$ cat config.mk
export PLATFORM = sky130hd
export DESIGN_NAME = lock_reply_frame_checker_top
export DESIGN_NICKNAME = d
export VERILOG_FILES = /design/src/rtl/lrfc_pkg.sv /design/src/rtl/lrfc_dp.sv /design/src/rtl/lrfc_ctrl.sv /design/src/rtl/lock_reply_frame_checker_top.sv
export SDC_FILE = /design/constraint.sdc
export NUM_CORES = 1
export LEC_CHECK = 0
export ABC_AREA = 0
export BUFFER_PORTS_ARGS = -buffer_cell sky130_fd_sc_hd__buf_2
export CAP_MARGIN = 20
export CELL_PAD_IN_SITES_DETAIL_PLACEMENT = 0
export CELL_PAD_IN_SITES_GLOBAL_PLACEMENT = 1
export CORE_MARGIN = 3
export CORE_UTILIZATION = 30
export DETAILED_ROUTE_END_ITERATION = 6
export HOLD_SLACK_MARGIN = 0.1
export PLACE_DENSITY_LB_ADDON = 0.1
export SETUP_SLACK_MARGIN = 0.1
export SYNTH_ARGS = -nofsm -noshare
export SYNTH_HDL_FRONTEND = slang
export SYNTH_SLANG_ARGS = --single-unit
$ cat constraint.sdc
create_clock -name clk_i -period 3.8 [get_ports clk_i]
set_input_delay 0.57 -clock clk_i [delete_from_list [all_inputs] [get_ports clk_i]]
set_output_delay 0.57 -clock clk_i [all_outputs]
set_load 0.005 [all_outputs]
$ cat src/rtl/lrfc_pkg.sv
// Shared types, constants and codes for the lock reply frame checker.
package lrfc_pkg;

  localparam int unsigned MAX_LOCKS = 16;
  localparam int unsigned LIDX_W = (MAX_LOCKS > 1) ? $clog2(MAX_LOCKS) : 1;

  localparam int unsigned BYTE_W = 8;
  localparam int unsigned CODE_W = 3;
  localparam int unsigned LOCK_INDEX_W = 4;
  localparam int unsigned LOCK_COUNT_W = 5;
  localparam int unsigned CFG_IDX_W = 3;
  localparam int unsigned CFG_DATA_W = 8;

  // Frame header bytes at offsets zero to three.
  localparam logic [BYTE_W-1:0] HDR_BYTES [4] = '{8'h57, 8'h4B, 8'h4C, 8'h59};

  // Fixed offsets within a frame.
  localparam logic [BYTE_W-1:0] OFS_LEN     = 8'd4;
  localparam logic [BYTE_W-1:0] OFS_ADDR    = 8'd5;
  localparam logic [BYTE_W-1:0] OFS_CMD     = 8'd6;
  localparam logic [BYTE_W-1:0] OFS_OPSTAT  = 8'd7;
  localparam logic [BYTE_W-1:0] OFS_EIGHT   = 8'd8;
  localparam logic [BYTE_W-1:0] OFS_NINE    = 8'd9;
  localparam logic [BYTE_W-1:0] OFS_STATUS  = 8'd9;
  localparam logic [BYTE_W-1:0] HDR_LEN     = 8'd4;
  localparam logic [BYTE_W-1:0] COUNT_MAX   = 8'd255;

  typedef enum logic [CODE_W-1:0] {
    RES_OK      = 3'd0,
    RES_PARAM   = 3'd1,
    RES_HEADER  = 3'd2,
    RES_LENGTH  = 3'd3,
    RES_XOR     = 3'd4,
    RES_COMMAND = 3'd5
  } res_code_e;

  typedef enum logic [CFG_IDX_W-1:0] {
    CFG_MIN_REPLY_LEN     = 3'd0,
    CFG_SINGLE_REPLY_LEN  = 3'd1,
    CFG_READ_ALL_OVERHEAD = 3'd2,
    CFG_READ_ALL_COMMAND  = 3'd3,
    CFG_STATUS_LIMIT      = 3'd4
  } cfg_reg_e;

  typedef struct packed {
    logic [BYTE_W-1:0] data_byte;
    logic              last_byte;
    logic              kind;
    logic [BYTE_W-1:0] expected_command;
  } in_word_t;

  typedef struct packed {
    logic [CODE_W-1:0]       result_code;
    logic [BYTE_W-1:0]       src_address;
    logic [BYTE_W-1:0]       command_code;
    logic [BYTE_W-1:0]       oper_status;
    logic [BYTE_W-1:0]       channel;
    logic [BYTE_W-1:0]       single_lock_state;
    logic [LOCK_INDEX_W-1:0] lock_index;
    logic [BYTE_W-1:0]       status_byte;
    logic [LOCK_COUNT_W-1:0] lock_count;
    logic                    last_result;
  } out_word_t;

  // Commands from the controller to the datapath.
  typedef struct packed {
    logic              take_byte;
    logic              latch_result;
    logic              clear_frame;
    logic [LIDX_W-1:0] rd_idx;
  } dp_cmd_t;

  // Status from the datapath to the controller.
  typedef struct packed {
    logic multi;     // evaluation gives one word per lock
    logic out_last;  // word now presented is the last of the frame
  } dp_status_t;

endpackage

$ cat src/rtl/lrfc_dp.sv
// Datapath: frame capture, status store, configuration and final checks.
module lrfc_dp (
  input  logic                        clk_i,
  input  logic                        rst_ni,
  input  lrfc_pkg::in_word_t          in_word_i,
  input  logic                        cfg_we_i,
  input  logic [lrfc_pkg::CFG_IDX_W-1:0]  cfg_index_i,
  input  logic [lrfc_pkg::CFG_DATA_W-1:0] cfg_wdata_i,
  input  lrfc_pkg::dp_cmd_t           cmd_i,
  output lrfc_pkg::dp_status_t        status_o,
  output lrfc_pkg::out_word_t         out_word_o
);
  import lrfc_pkg::*;

  typedef enum logic [1:0] {MODE_CODE, MODE_GEN, MODE_RA} res_mode_e;

  // Configuration registers.
  logic [BYTE_W-1:0]       min_len_q, single_len_q, ra_ovh_q, ra_cmd_q;
  logic [LOCK_COUNT_W-1:0] limit_q;

  // Per-frame state.
  logic [BYTE_W-1:0] byte_count_q, byte_count_d;
  logic              too_long_q, too_long_d;
  logic [BYTE_W-1:0] xor_q, xor_d;
  logic              hdr_ok_q, hdr_ok_d;
  logic [BYTE_W-1:0] len_field_q, len_field_d;
  logic [BYTE_W-1:0] addr_q, addr_d, cmd_q, cmd_d, opstat_q, opstat_d;
  logic [BYTE_W-1:0] eight_q, eight_d, nine_q, nine_d;
  logic              kind_q;
  logic [BYTE_W-1:0] expect_q;

  // Result registers.
  res_code_e res_code_q, res_code_d;
  res_mode_e res_mode_q, res_mode_d;

  // Status store.
  logic [BYTE_W-1:0] store_mem [MAX_LOCKS];
  logic [BYTE_W-1:0] rd_q;
  logic [BYTE_W-1:0] wr_ofs;
  logic              wr_hit;

  logic [BYTE_W-1:0] pos, b;
  logic [8:0]        ra_min, ra_total;
  logic [BYTE_W-1:0] lim, want_cmd;
  logic [BYTE_W-1:0] idx_ext;

  always_ff @(posedge clk_i or negedge rst_ni) begin
    if (!rst_ni) begin
      min_len_q    <= 8'd9;
      single_len_q <= 8'd11;
      ra_ovh_q     <= 8'd10;
      ra_cmd_q     <= 8'd0;
      limit_q      <= 5'd16;
    end else if (cfg_we_i) begin
      unique case (cfg_index_i)
        CFG_MIN_REPLY_LEN:     min_len_q    <= cfg_wdata_i;
        CFG_SINGLE_REPLY_LEN:  single_len_q <= cfg_wdata_i;
        CFG_READ_ALL_OVERHEAD: ra_ovh_q     <= cfg_wdata_i;
        CFG_READ_ALL_COMMAND:  ra_cmd_q     <= cfg_wdata_i;
        CFG_STATUS_LIMIT:      limit_q      <= cfg_wdata_i[LOCK_COUNT_W-1:0];
        default: ;
      endcase
    end
  end

  assign pos    = byte_count_q;
  assign b      = in_word_i.data_byte;
  assign wr_ofs = pos - OFS_STATUS;
  assign wr_hit = (pos >= OFS_STATUS) && (wr_ofs < BYTE_W'(MAX_LOCKS));

  always_comb begin
    byte_count_d = byte_count_q;
    too_long_d   = too_long_q;
    xor_d        = xor_q ^ b;
    hdr_ok_d     = hdr_ok_q;
    len_field_d  = len_field_q;
    addr_d       = addr_q;
    cmd_d        = cmd_q;
    opstat_d     = opstat_q;
    eight_d      = eight_q;
    nine_d       = nine_q;
    if (!too_long_q) begin
      if (pos < HDR_LEN && b != HDR_BYTES[pos[1:0]]) hdr_ok_d = 1'b0;
      if (pos == OFS_LEN)    len_field_d = b;
      if (pos == OFS_ADDR)   addr_d      = b;
      if (pos == OFS_CMD)    cmd_d       = b;
      if (pos == OFS_OPSTAT) opstat_d    = b;
      if (pos == OFS_EIGHT)  eight_d     = b;
      if (pos == OFS_NINE)   nine_d      = b;
      if (pos == COUNT_MAX) too_long_d   = 1'b1;
      else                  byte_count_d = pos + 8'd1;
    end
  end

  always_ff @(posedge clk_i or negedge rst_ni) begin
    if (!rst_ni) begin
      byte_count_q <= '0;
      too_long_q   <= 1'b0;
      xor_q        <= '0;
      hdr_ok_q     <= 1'b1;
      len_field_q  <= '0;
      addr_q       <= '0;
      cmd_q        <= '0;
      opstat_q     <= '0;
      eight_q      <= '0;
      nine_q       <= '0;
    end else if (cmd_i.clear_frame) begin
      byte_count_q <= '0;
      too_long_q   <= 1'b0;
      xor_q        <= '0;
      hdr_ok_q     <= 1'b1;
      len_field_q  <= '0;
      addr_q       <= '0;
      cmd_q        <= '0;
      opstat_q     <= '0;
      eight_q      <= '0;
      nine_q       <= '0;
    end else if (cmd_i.take_byte) begin
      byte_count_q <= byte_count_d;
      too_long_q   <= too_long_d;
      xor_q        <= xor_d;
      hdr_ok_q     <= hdr_ok_d;
      len_field_q  <= len_field_d;
      addr_q       <= addr_d;
      cmd_q        <= cmd_d;
      opstat_q     <= opstat_d;
      eight_q      <= eight_d;
      nine_q       <= nine_d;
    end
  end

  // The mode and expected command only matter at the last byte.
  always_ff @(posedge clk_i) begin
    if (cmd_i.take_byte && in_word_i.last_byte) begin
      kind_q   <= in_word_i.kind;
      expect_q <= in_word_i.expected_command;
    end
  end

  always_ff @(posedge clk_i) begin
    if (cmd_i.take_byte && !too_long_q && wr_hit) begin
      store_mem[wr_ofs[LIDX_W-1:0]] <= b;
    end
    rd_q <= store_mem[cmd_i.rd_idx];
  end

  // Final checks, in priority order, on the captured frame.
  assign ra_min   = {1'b0, ra_ovh_q} + 9'd1;
  assign ra_total = {1'b0, ra_ovh_q} + {1'b0, eight_q};
  assign lim      = (limit_q > LOCK_COUNT_W'(MAX_LOCKS)) ? BYTE_W'(MAX_LOCKS)
                                                         : BYTE_W'(limit_q);
  assign want_cmd = kind_q ? ra_cmd_q : expect_q;

  always_comb begin
    res_code_d = RES_OK;
    res_mode_d = MODE_CODE;
    priority if (!kind_q && byte_count_q < min_len_q) begin
      res_code_d = RES_PARAM;
    end else if (kind_q && {1'b0, byte_count_q} < ra_min) begin
      res_code_d = RES_PARAM;
    end else if (byte_count_q < HDR_LEN || !hdr_ok_q) begin
      res_code_d = RES_HEADER;
    end else if (too_long_q || len_field_q != byte_count_q) begin
      res_code_d = RES_LENGTH;
    end else if (xor_q != '0) begin
      res_code_d = RES_XOR;
    end else if (cmd_q != want_cmd) begin
      res_code_d = RES_COMMAND;
    end else if (!kind_q) begin
      res_mode_d = MODE_GEN;
    end else if (ra_total != {1'b0, byte_count_q}) begin
      res_code_d = RES_LENGTH;
    end else if (eight_q > lim) begin
      res_code_d = RES_PARAM;
    end else if (eight_q != '0) begin
      res_mode_d = MODE_RA;
    end else begin
      res_mode_d = MODE_CODE;
    end
  end

  always_ff @(posedge clk_i or negedge rst_ni) begin
    if (!rst_ni) begin
      res_code_q <= RES_OK;
      res_mode_q <= MODE_CODE;
    end else if (cmd_i.latch_result) begin
      res_code_q <= res_code_d;
      res_mode_q <= res_mode_d;
    end
  end

  assign idx_ext = BYTE_W'(cmd_i.rd_idx);

  assign status_o.multi    = (res_mode_d == MODE_RA);
  assign status_o.out_last = (res_mode_q != MODE_RA) || (idx_ext + 8'd1 == eight_q);

  always_comb begin
    out_word_o             = '0;
    out_word_o.result_code = res_code_q;
    out_word_o.last_result = status_o.out_last;
    unique case (res_mode_q)
      MODE_GEN: begin
        out_word_o.src_address  = addr_q;
        out_word_o.command_code = cmd_q;
        out_word_o.oper_status  = opstat_q;
        if (byte_count_q >= single_len_q) begin
          out_word_o.channel           = eight_q;
          out_word_o.single_lock_state = nine_q;
        end
      end
      MODE_RA: begin
        out_word_o.lock_index  = LOCK_INDEX_W'(cmd_i.rd_idx);
        out_word_o.lock_count  = eight_q[LOCK_COUNT_W-1:0];
        out_word_o.status_byte = (idx_ext + OFS_STATUS < byte_count_q) ? rd_q : '0;
      end
      default: ;
    endcase
  end

endmodule

$ cat src/rtl/lrfc_ctrl.sv
// Controller: sequences byte intake, evaluation and delivery of result words.
module lrfc_ctrl (
  input  logic                 clk_i,
  input  logic                 rst_ni,
  input  logic                 in_valid_i,
  input  logic                 in_last_i,
  output logic                 in_stall_o,
  output logic                 out_valid_o,
  input  logic                 out_stall_i,
  input  lrfc_pkg::dp_status_t status_i,
  output lrfc_pkg::dp_cmd_t    cmd_o
);
  import lrfc_pkg::*;

  typedef enum logic [1:0] {ST_COLLECT, ST_EVAL, ST_READ, ST_SHOW} state_e;

  state_e            state_q;
  logic              out_valid_q;
  logic [LIDX_W-1:0] idx_q;
  logic              in_take, out_take;

  assign in_take  = (state_q == ST_COLLECT) && in_valid_i;
  assign out_take = out_valid_q && !out_stall_i;

  always_ff @(posedge clk_i or negedge rst_ni) begin
    if (!rst_ni) begin
      state_q     <= ST_COLLECT;
      out_valid_q <= 1'b0;
      idx_q       <= '0;
    end else begin
      unique case (state_q)
        ST_COLLECT: begin
          if (in_take && in_last_i) state_q <= ST_EVAL;
        end
        ST_EVAL: begin
          idx_q <= '0;
          if (status_i.multi) begin
            state_q <= ST_READ;
          end else begin
            state_q     <= ST_SHOW;
            out_valid_q <= 1'b1;
          end
        end
        ST_READ: begin
          state_q     <= ST_SHOW;
          out_valid_q <= 1'b1;
        end
        ST_SHOW: begin
          if (out_take) begin
            out_valid_q <= 1'b0;
            if (status_i.out_last) begin
              state_q <= ST_COLLECT;
            end else begin
              idx_q   <= idx_q + 1'b1;
              state_q <= ST_READ;
            end
          end
        end
        default: state_q <= ST_COLLECT;
      endcase
    end
  end

  assign in_stall_o  = (state_q != ST_COLLECT);
  assign out_valid_o = out_valid_q;

  assign cmd_o.take_byte    = in_take;
  assign cmd_o.latch_result = (state_q == ST_EVAL);
  assign cmd_o.clear_frame  = (state_q == ST_SHOW) && out_take && status_i.out_last;
  assign cmd_o.rd_idx       = idx_q;

endmodule

$ cat src/rtl/lock_reply_frame_checker_top.sv
// Top level of the lock reply frame checker: controller plus datapath.
//
//   channel   direction  handshake             word
//   in        input      in_valid_i/in_stall_o   lrfc_pkg::in_word_t
//   out       output     out_valid_o/out_stall_i lrfc_pkg::out_word_t
//   cfg       input      cfg_we_i (no wait)      cfg_index_i, cfg_wdata_i
//
// Bytes that are not the last of a frame are taken one per cycle, with no
// stall. The last byte is followed by an evaluation state; a generic reply
// or an error then presents its single word. A read-all reply with N locks
// presents N words, each read from the status store in a read state and
// then held in a show state until it is taken. The input stalls from the
// last byte until the last word of the frame has been taken.
// Reset is asynchronous and active low; it restores the register defaults
// and clears the frame state. The status store needs no clearing, since
// only entries written in the current frame are read.
module lock_reply_frame_checker_top (
  input  logic                            clk_i,
  input  logic                            rst_ni,
  input  logic                            in_valid_i,
  output logic                            in_stall_o,
  input  lrfc_pkg::in_word_t              in_word_i,
  output logic                            out_valid_o,
  input  logic                            out_stall_i,
  output lrfc_pkg::out_word_t             out_word_o,
  input  logic                            cfg_we_i,
  input  logic [lrfc_pkg::CFG_IDX_W-1:0]  cfg_index_i,
  input  logic [lrfc_pkg::CFG_DATA_W-1:0] cfg_wdata_i
);
  import lrfc_pkg::*;

  dp_cmd_t    dp_cmd;
  dp_status_t dp_status;

  // The controller owns both handshakes and the lock index counter.
  lrfc_ctrl u_ctrl (
    .clk_i       (clk_i),
    .rst_ni      (rst_ni),
    .in_valid_i  (in_valid_i),
    .in_last_i   (in_word_i.last_byte),
    .in_stall_o  (in_stall_o),
    .out_valid_o (out_valid_o),
    .out_stall_i (out_stall_i),
    .status_i    (dp_status),
    .cmd_o       (dp_cmd)
  );

  // The datapath holds the captured frame, the status store, the
  // configuration registers and the result, and forms the output word.
  lrfc_dp u_dp (
    .clk_i       (clk_i),
    .rst_ni      (rst_ni),
    .in_word_i   (in_word_i),
    .cfg_we_i    (cfg_we_i),
    .cfg_index_i (cfg_index_i),
    .cfg_wdata_i (cfg_wdata_i),
    .cmd_i       (dp_cmd),
    .status_o    (dp_status),
    .out_word_o  (out_word_o)
  );

endmodule
Word-level counts from Yosys, hierarchy flattened
Memory sizes are Yosys's and may differ from the RTL's. A register that Yosys moved wholly into a read port is not among the register bits.
Index checks and enable logic that the tools add are counted.
{ "word_totals": {"ff_bits": 124, "ramBits": 128, "out_inout_bits": 63, "memories": 1} }
{ "classes": {"addsub": 7, "order_cmp": 10, "eq_ne": 29, "n_mux": 79, "bitwise_logic": 2, "reduce_logical": 49} }
{ "mem_list": {"columns": ["name", "words", "word_bits", "read_ports", "rd_ports_with_merged_regs", "write_ports", "line", "rtl"], "rows": [
  ["u_dp.store_mem", 16, 8, 1, 1, 1, "lrfc_dp.sv:37", "logic [BYTE_W-1:0] store_mem [MAX_LOCKS];"]
]} }
{ "op_table": {"columns": ["op", "count"], "rows": [
  ["$mux W8", 34],
  ["$mux W40", 1],
  ["$eq A8 B3 Y1 const B", 4],
  ["$reduce_and A3 Y1", 10],
  ["$mux W2", 13],
  ["$mux W3", 8],
  ["$ne A8 B8 Y1", 3],
  ["$reduce_bool A2 Y1", 10],
  ["$mux W17", 1],
  ["$bmux W8 S2", 1],
  ["$eq A8 B4 Y1 const B", 2],
  ["$lt A8 B8 Y1", 2],
  ["$mux W16", 1],
  ["$reduce_bool A8 Y1", 2],
  ["$mux W1", 14],
  ["$ne A2 B2 Y1 const B", 6],
  ["$reduce_and A2 Y1", 6],
  ["$logic_and A1 B1 Y1", 11],
  ["$add A8 B1 Y9 const B", 1],
  ["$add A8 B8 Y9", 1],
  ["$lt A8 B9 Y1", 1],
  ["$ne A9 B8 Y1", 1],
  ["$add A8 B1 Y8 const B", 1],
  ["$eq A2 B2 Y1 const B", 4],
  ["30 further kinds", 38]
]} }

Logic depth before layout (Yosys ltp)
Gate-level depths: netlist of the first run.
{ "depth": {"depth_word": 15, "mapped_depth": 12, "mapped_depth_nobuf": 12} }

Cells and area by module
A second synthesis of the first run with hierarchy kept.
{ "hier_totals": {"cells_unflattened": 1078, "area_unflattened_um2": 12748.5} }
{ "modules_own_cells": {"columns": ["mod", "n_inst", "cells_per_inst", "area_per_inst_um2"], "rows": [
  ["lrfc_dp", 1, 1032, 12329.3],
  ["lrfc_ctrl", 1, 46, 419.2]
]} }

Worst setup path after synthesis of the first run
No wires, ideal clock.
{ "synth_timing": {"path_type": "register to output", "from": "register u_dp.byte_count_q[0]", "to": "output port out_word_o[24] (netlist bit)", "arrival_time_ns": 2.562, "t_required_ns": 3.230, "setup_slack_ns": 0.668, "stages_incl_launch_ff": 12, "path_cell_list": "dfrtp_1 > buf_2 > inv_1 > ha_1 > nand2b_1 > a21o_1 > a21o_1 > a211oi_1 > o21bai_1 > a41oi_1 > clkbuf_1 > nor2b_1"} }
{ "synth_rtl": {"columns": ["element", "line", "rtl"], "rows": [
  ["start: declaration", "lrfc_dp.sv:22", "logic [BYTE_W-1:0] byte_count_q, byte_count_d;"],
  ["start signal: assignment", "lrfc_dp.sv:119", "byte_count_q <= byte_count_d;"],
  ["end: declaration", "lock_reply_frame_checker_top.sv:25", "output lrfc_pkg::out_word_t out_word_o,"]
]} }

==> impl_metrics.yaml, run 1 <==
synth:
  post_synth.cell_area_avg_um2: 12.49
  ys_async_sr_fraction_pct: 44.23
  synth_top_area_share_pct: 32.60
  yosys_warnings: 0
  post_synth_num_cell_types: 65
  synth-seq-cells: 260
  postSynthCellCount: 1010
  synth.net_count: 1094
  edff_count_synth: 137
  synth.area.top_cells: "sky130_fd_sc_hd__edfxtp_1 (33%), sky130_fd_sc_hd__dfrtp_1 (21%), sky130_fd_sc_hd__mux4_2 (7.1%)"
  syn-cell-area_um2: 12620
  seq_area_frac_synth_pct: 56.77
  synth_area_leader_cell: "sky130_fd_sc_hd__edfxtp_1"
  ys_dominant_reg_cell: "sky130_fd_sc_hd__edfxtp_1"
setup_path:
  crit_path_end_kind: "output port"
  crit_path_start_kind: "flop"
  timing.critical_path.required_ns: 3.23
  critical_path.max_fanout: 8
  crit_path_kind: "flop to output port"
  worst_ep_arrival_time_ns: 2.84
layout:
  commonest_cells_after_routing_fill_and_taps_aside: "sky130_fd_sc_hd__edfxtp_1 (137), sky130_fd_sc_hd__dfrtp_1 (104), sky130_fd_sc_hd__nand2_1 (102), sky130_fd_sc_hd__buf_2 (95), sky130_fd_sc_hd__nor2_1 (64)"
  area.growth.synth_to_final_pct: 18.80
  layout.nets: 1209
  layout-drive-gt1-share_pct: 24.00
  layout_commonest_cell: "sky130_fd_sc_hd__edfxtp_1"
  insertedDiodeCount: 0
  largest_register_ffs: 128
clock_network:
  max-clock-path-buffers: 3
  cts_tree: "yes"
  cts_inserted_buffers: 31
  htree_num_levels: 1
  clkTransAtPathRegs_ns: 0.06
  post-cts-setup-buffer-count: 0
  clk_sink_count: 260
  root_buffer: "sky130_fd_sc_hd__clkbuf_16"
  clkLatencyLatePin_ns: 0.58
sta:
  setup-tns-final_ns: 0
  grt_setup_unrepaired: "false"
  max_slew_margin_pct: 30.58
  skew_ns: 0.01186
  final-max-slew-violation-count: 0
  worst_slew_pin_slew_ns: 1.033
  finalCritPeriodShare_pct: 89.84
  setup_viol_count_final: 0
  finalWorstPathRequiredPeriod_ns: 3.414
  maximum_clock_frequency_mhz: 292.9
  post-route-worst-setup-slack_ns: 0.3860
  finalHoldViolations: 0
die:
  chipWidth_um: 211.1
  fp.coreArea_um2: 41200
  io_pins: 97
  design.die.area_um2: 44560
  initial_utilization_pct: 30.63
  fp.dieH_um: 211.1
  rows: 74
drt:
  detail-route-antenna-nets: 0
  drt_iter0_markers: 496
  highest-signal-layer: "met4"
  detail_route.wirelength.met1_um: 17580
  vias: 8148
  route.detailed.drc: 0
  routedWlPerCell_um: 20.93
  vias_per_cell: 4.844
  totalWireLength_um: 35200
  detailed_route_wirelength_on_metal2_um: 15680
  met3_length_um: 1385
  detailedRoute.firstPassIterationCount: 5
status:
  run_status: "finished, final reports clean"
global_routing:
  grt_first_pass_wirelength_um: 53630
  grt_antenna_before_repair: 0
  grt_pass1_vias: 8389
  gr-total-overflow: 0
  tot_gr_track_use_pct: 15.86
  largest_net_degree_at_the_start_of_global_routing: 78
power:
  fin_total_pwr_mw: 7.588
  leakage_power_figure_nw: 5.977
  p_per_area_nw_per_um2: 506.2
  peakVddDrop_uv: 347.6
placed_design:
  numPortBuffers: 96
  dpl_worst_slack_ns: 0.7140
  gp_routability_congestion: 0.7510
  hpwl_um: 23640
run:
  drv_cap: 0
hold_path:
  hold_path_class: "input port to flop"
cell usage after synthesis (all sizes together), types with 3 or more instances:
library cell	count
edfxtp	137
dfrtp	106
nand2	102
nor2	64
a21oi	53
ha	49
nand3	45
and2	43
mux4	40
xnor2	37
clkbuf	33
inv	31
o21ai	31
mux2i	27
nor2b	24
xor2	23
mux2	22
buf	20
nor3	10
dfstp	9
nand2b	9
nor4	9
dfxtp	8
nand4	7
a31oi	6
a21o	5
and3	5
nor3b	5
or3	5
or4	4
o211ai	3
o21a	3
o41ai	3
final timing paths:
path	to	slack [ns]	cells after the start	start
min in group asynchronous	u_dp.limit_q[0]	0.53	2	rst_ni
max reg2reg	u_ctrl.out_valid_o	0.75	12	u_dp.ra_ovh_q[1]
max	out_word_o[10]	0.39	10	u_ctrl.idx_q[0]
max in group asynchronous	u_dp.opstat_q[1]	2.42	3	rst_ni
min reg2reg	u_dp.hdr_ok_q	0.49	2	u_dp.hdr_ok_q
min	u_dp.kind_q	0.17	1	in_word_i[8]
power by group:
group          internal [mW]  switching (mW)  total [mW]
Combinational          0.400           0.682        1.08
Clock                   1.99            1.26        3.25
Sequential              3.13           0.126        3.25
Total                   5.52            2.07        7.59
routing by layer:
metal / vias up / track usage (%)
li1: 3875 / -
met1: 4093 / 23.76
met2: 142 / 24.56
met3: 38 / 2.406
met4: 0 / 3.256
met5: - / 0
stage by stage:
stage	utilization (%)	hold WS (ns)	area (um^2)	instances
final	36.38	0.1652	14990	1682
after global placement	33.60	0.4842	13840	1623
after CTS	36.37	0.1278	14980	1682
after detailed placement	33.60	0.4820	13840	1623
after floorplan	-	0.2744	12620	1010
after global routing	36.38	0.1409	14990	1682
final cells by class:
class	instances	area, um^2
inverter	31	116.4
tap	532	665.6
clock buffer	40	849.6
multi-input combinational	666	5106
timing repair buffer	135	814.5
clock inverter	18	272.8
fill	4056	26210
sequential	260	7166
worst max-delay path: stages, from the launching register on:
cell and delay, ns:
sky130_fd_sc_hd__dfrtp_2 0.47, sky130_fd_sc_hd__ha_1 0.36, sky130_fd_sc_hd__ha_1 0.28, sky130_fd_sc_hd__a21boi_0 0.13
sky130_fd_sc_hd__o21a_1 0.20, sky130_fd_sc_hd__o21ai_0 0.14, sky130_fd_sc_hd__nand2b_1 0.07, sky130_fd_sc_hd__a21oi_1 0.13
sky130_fd_sc_hd__o21a_2 0.23, sky130_fd_sc_hd__and2_1 0.15, sky130_fd_sc_hd__buf_2 0.11
cell families (layout without fill, tap and decap cells):
group	Yosys count	in the layout	synth area share (%)
and+or+nand+nor	339	339	13.49
DFF	260	260	56.77
AOI/OAI and AO/OA	128	128	6.227
muxes	89	89	11.24
buffers and inverters	84	224	2.975
xor gates and xnor gates	60	60	4.284
adders and majority gates	50	50	5.017
what timing repair did:
item / CTS / global route
gates resized for setup: 2 / 4
endpoints found under the hold margin: 34 / 0
endpoints found under the setup margin: 8 / 24
hold buffers: 1 / 0
Power figures use the tool's default switching activity.
==> run 2: changes to the inputs <==
Settings changed: ABC_AREA 0 to 1, CORE_UTILIZATION 30 to 47, GPL_TIMING_DRIVEN set to 0.
==> run 2 against run 1 <==
Compared with the run above: final cell count grew 7.5%; clock skew grew 0.0067 ns; sequential cell count did not move; routed wire length is 3.1% higher; worst hold slack better by 0.021 ns; die area is 35% lower; register-to-register slack got worse by 0.34 ns; highest routed layer unchanged; via count up 22%; power up 25%; fmax decreased by 1.8%; final area fell by 3.0%.
==> impl_metrics.yaml, run 2 <==
clock_network:
  htree_num_levels: 1
  clkTransAtPathRegs_ns: 0.07
  root_buffer: "sky130_fd_sc_hd__clkbuf_16"
  clk_sink_count: 260
  max-clock-path-buffers: 3
  cts_tree: "yes"
  clkLatencyLatePin_ns: 0.57
  cts_inserted_buffers: 28
setup_path:
  cp_cell_sequence: "ha_1, or2_2, nand2_1, inv_1, ha_1, nand2_1, o21ai_0, a21oi_1, nor3_4, buf_4, nor2_1, buf_2"
  crit_path_max_delay_family: "simple AND/OR/NAND/NOR gates"
  critical_path.max_fanout: 9
  max_stage_delay_ns: 0.51
  path_buf_inv: 3
  timing.critical_path.required_ns: 3.23
  crit_path_end_kind: "output port"
  crit_path_start_kind: "flop"
  crit_slowest_cell: "sky130_fd_sc_hd__dfrtp_1"
  crit_path_kind: "flop to output port"
  worst_ep_arrival_time_ns: 2.91
layout:
  post-route-util_pct: 55.47
  insertedDiodeCount: 0
  area.growth.synth_to_final_pct: 15.51
  multiInputGateArea_um2: 4667
  largest_register_ffs: 128
  regArea_um2: 7166
  commonest_cells_after_routing_fill_and_taps_aside: "sky130_fd_sc_hd__nand2_1 (206), sky130_fd_sc_hd__nor2_1 (172), sky130_fd_sc_hd__edfxtp_1 (137), sky130_fd_sc_hd__inv_1 (126), sky130_fd_sc_hd__o21ai_0 (121)"
  layout_commonest_cell: "sky130_fd_sc_hd__nand2_1"
  finish.cell_count_without_fillers: 1808
  layout-drive-gt1-share_pct: 12.83
  layout.nets: 1535
  filler_cell_count: 2360
power:
  p_comb_share_pct: 34.0
  power.share.sequential_pct: 37.0
  net_switching_fraction_of_the_power_pct: 37.78
  p_per_area_nw_per_um2: 650.6
  cellInternalPower_mw: 5.884
  p_clk_share_pct: 28.9
  peakVddDrop_uv: 379.3
  power.switching_mw: 3.573
  leakage_power_figure_nw: 6.304
sta:
  finalCritPeriodShare_pct: 91.51
  skew_ns: 0.01853
  setup-tns-final_ns: 0
  setup_viol_count_final: 0
  finalHoldViolations: 0
  worst_slew_pin_slew_ns: 1.055
  grt_setup_unrepaired: "false"
  final.hold.worst_slack_ns: 0.1864
  finalWorstPathRequiredPeriod_ns: 3.477
  final-max-slew-violation-count: 0
  post-route-worst-setup-slack_ns: 0.3227
  max_slew_margin_pct: 29.40
  maximum_clock_frequency_mhz: 287.6
synth:
  synth_top_area_share_pct: 32.69
  synth_compound_area_share_pct: 11.46
  yosys_warnings: 0
  synthAdderAreaFrac_pct: 5.031
  synth-seq-cells: 260
  yosys.cell_count.top_type: "sky130_fd_sc_hd__nand2_1"
  synth.mux.area_fraction_pct: 0
  synth.net_count: 1400
  synth_area_leader_cell: "sky130_fd_sc_hd__edfxtp_1"
  seq_area_frac_synth_pct: 56.92
  post_synth_num_cell_types: 44
  ys_async_sr_fraction_pct: 44.23
  synth.top_cells.by_count: "sky130_fd_sc_hd__nand2_1 (206), sky130_fd_sc_hd__nor2_1 (172), sky130_fd_sc_hd__edfxtp_1 (137)"
  ys_dominant_reg_cell: "sky130_fd_sc_hd__edfxtp_1"
  post_synth_xor_xnor_area_pct: 3.341
  syn-cell-area_um2: 12580
  postSynthCellCount: 1316
  synthSimpleGateAreaFrac_pct: 17.13
  post_synth.cell_area_avg_um2: 9.563
  synth.area.top_cells: "sky130_fd_sc_hd__edfxtp_1 (33%), sky130_fd_sc_hd__dfrtp_1 (21%), sky130_fd_sc_hd__nand2_1 (6.1%)"
  combinational_family_with_the_most_area_after_synthesis: "simple AND/OR/NAND/NOR gates"
  edff_count_synth: 137
hold_path:
  hold_path_class: "input port to flop"
die:
  fp.coreArea_um2: 26210
  rows: 59
  chipWidth_um: 169.6
  design.die.area_um2: 28770
  initial_utilization_pct: 48.02
  io_pins: 97
  fp.dieH_um: 169.6
drt:
  detailedRoute.firstPassIterationCount: 5
  vias: 9901
  detail-route-antenna-nets: 0
  routedWlPerCell_um: 20.06
  drt_iter0_markers: 890
  totalWireLength_um: 36280
  route.detailed.drc: 0
  vias_per_cell: 5.476
global_routing:
  grt_first_pass_wirelength_um: 56130
  grt_antenna_before_repair: 0
  tot_gr_track_use_pct: 25.28
  gr-total-overflow: 0
  grt_pass1_vias: 9560
  largest_net_degree_at_the_start_of_global_routing: 92
placed_design:
  hpwl_um: 25530
  gp_routability_congestion: 0.8519
  post-place-cells: 1750
  numPortBuffers: 96
  dpl_worst_slack_ns: -0.3731
status:
  run_status: "finished, final reports clean"
run:
  drv_cap: 0
==> run 2: changes by cell type after synthesis, sizes merged, moves of 43 or more <==
cell	previous run	this run
nor2	64	172
inv	31	127
nand2	102	208
o21ai	31	174
nand3	45	106
and2	43	0
==> run 2: power groups by stage <==
| stage | combinational, mW | clock, mW | sequential, mW |
|---|---|---|---|
| after floorplan | 2.04 | 0 | 3.45 |
| after global placement | 3.02 | 0 | 3.55 |
| after detailed placement | 3.08 | 0 | 3.56 |
| after CTS | 3.14 | 2.76 | 3.51 |
| after global routing | 3.63 | 2.87 | 3.54 |
| final | 3.22 | 2.73 | 3.50 |
==> run 2: logic make-up (layout without fill, tap and decap cells) <==
logic type,count (synthesis),count (layout)
AO/OA/AOI/OAI,254,254
XOR/XNOR,48,48
adder cells (fa/ha/maj),50,50
buffers and inverters,187,344
flip-flops,260,260
AND/OR/NAND/NOR,517,517
==> run 2: stage by stage <==
| step | power (mW) | area (um^2) |
|---|---|---|
| 2_1_floorplan | 5.498 | 12580 |
| 3_3_place_gp | 6.578 | 13480 |
| 6_report | 9.458 | 14540 |
| 3_5_place_dp | 6.643 | 13540 |
| 4_1_cts | 9.414 | 14500 |
| 5_1_grt | 10.04 | 14540 |
==> run 2: final timing paths <==
kind                                       from                   end  slack, ns  cells after the start
setup / recovery                u_ctrl.idx_q[1]         out_word_o[6]       0.32                     12
hold / removal                     in_word_i[5]      u_dp.expect_q[5]       0.19                      1
setup reg to reg           u_dp.byte_count_q[1]  u_dp.store_mem[9][4]       0.41                      8
hold reg to reg                   u_dp.hdr_ok_q         u_dp.hdr_ok_q       0.48                      2
max in group asynchronous                rst_ni  u_dp.single_len_q[3]       2.60                      3
min in group asynchronous                rst_ni         u_dp.xor_q[3]       0.43                      2
==> run 2: area by class of cell <==
class / instances / area share, %
tap: 335 / 2.883
clock inverter: 16 / 1.282
clock buffer: 36 / 5.027
inverter: 132 / 3.512
timing repair buffer: 105 / 3.994
sequential: 260 / 49.29
buffer: 55 / 1.902
multi-input combinational: 869 / 32.11
==> run 2: repair_timing <==
| item | 4_1_cts | 5_1_grt |
|---|---|---|
| pin swaps | 1 | 1 |
| setup buffers | 1 | 4 |
| gates resized for setup | 9 | 4 |
| hold buffers | 1 | 0 |
| gates cloned | 0 | 0 |
| hold endpoints to repair | 19 | 0 |
| setup endpoints to repair | 138 | 20 |
==> run 2: per-layer routing <==
| layer | track usage, % | vias up | routed length [um] |
|---|---|---|---|
| met1 | 39.30 | 4755 | 17210 |
| met4 | 5.725 | 0 | 692 |
| li1 | - | 4750 | - |
| met2 | 37.13 | 344 | 15420 |
| met3 | 4.403 | 52 | 2957 |
| met5 | 0 | - | 0 |
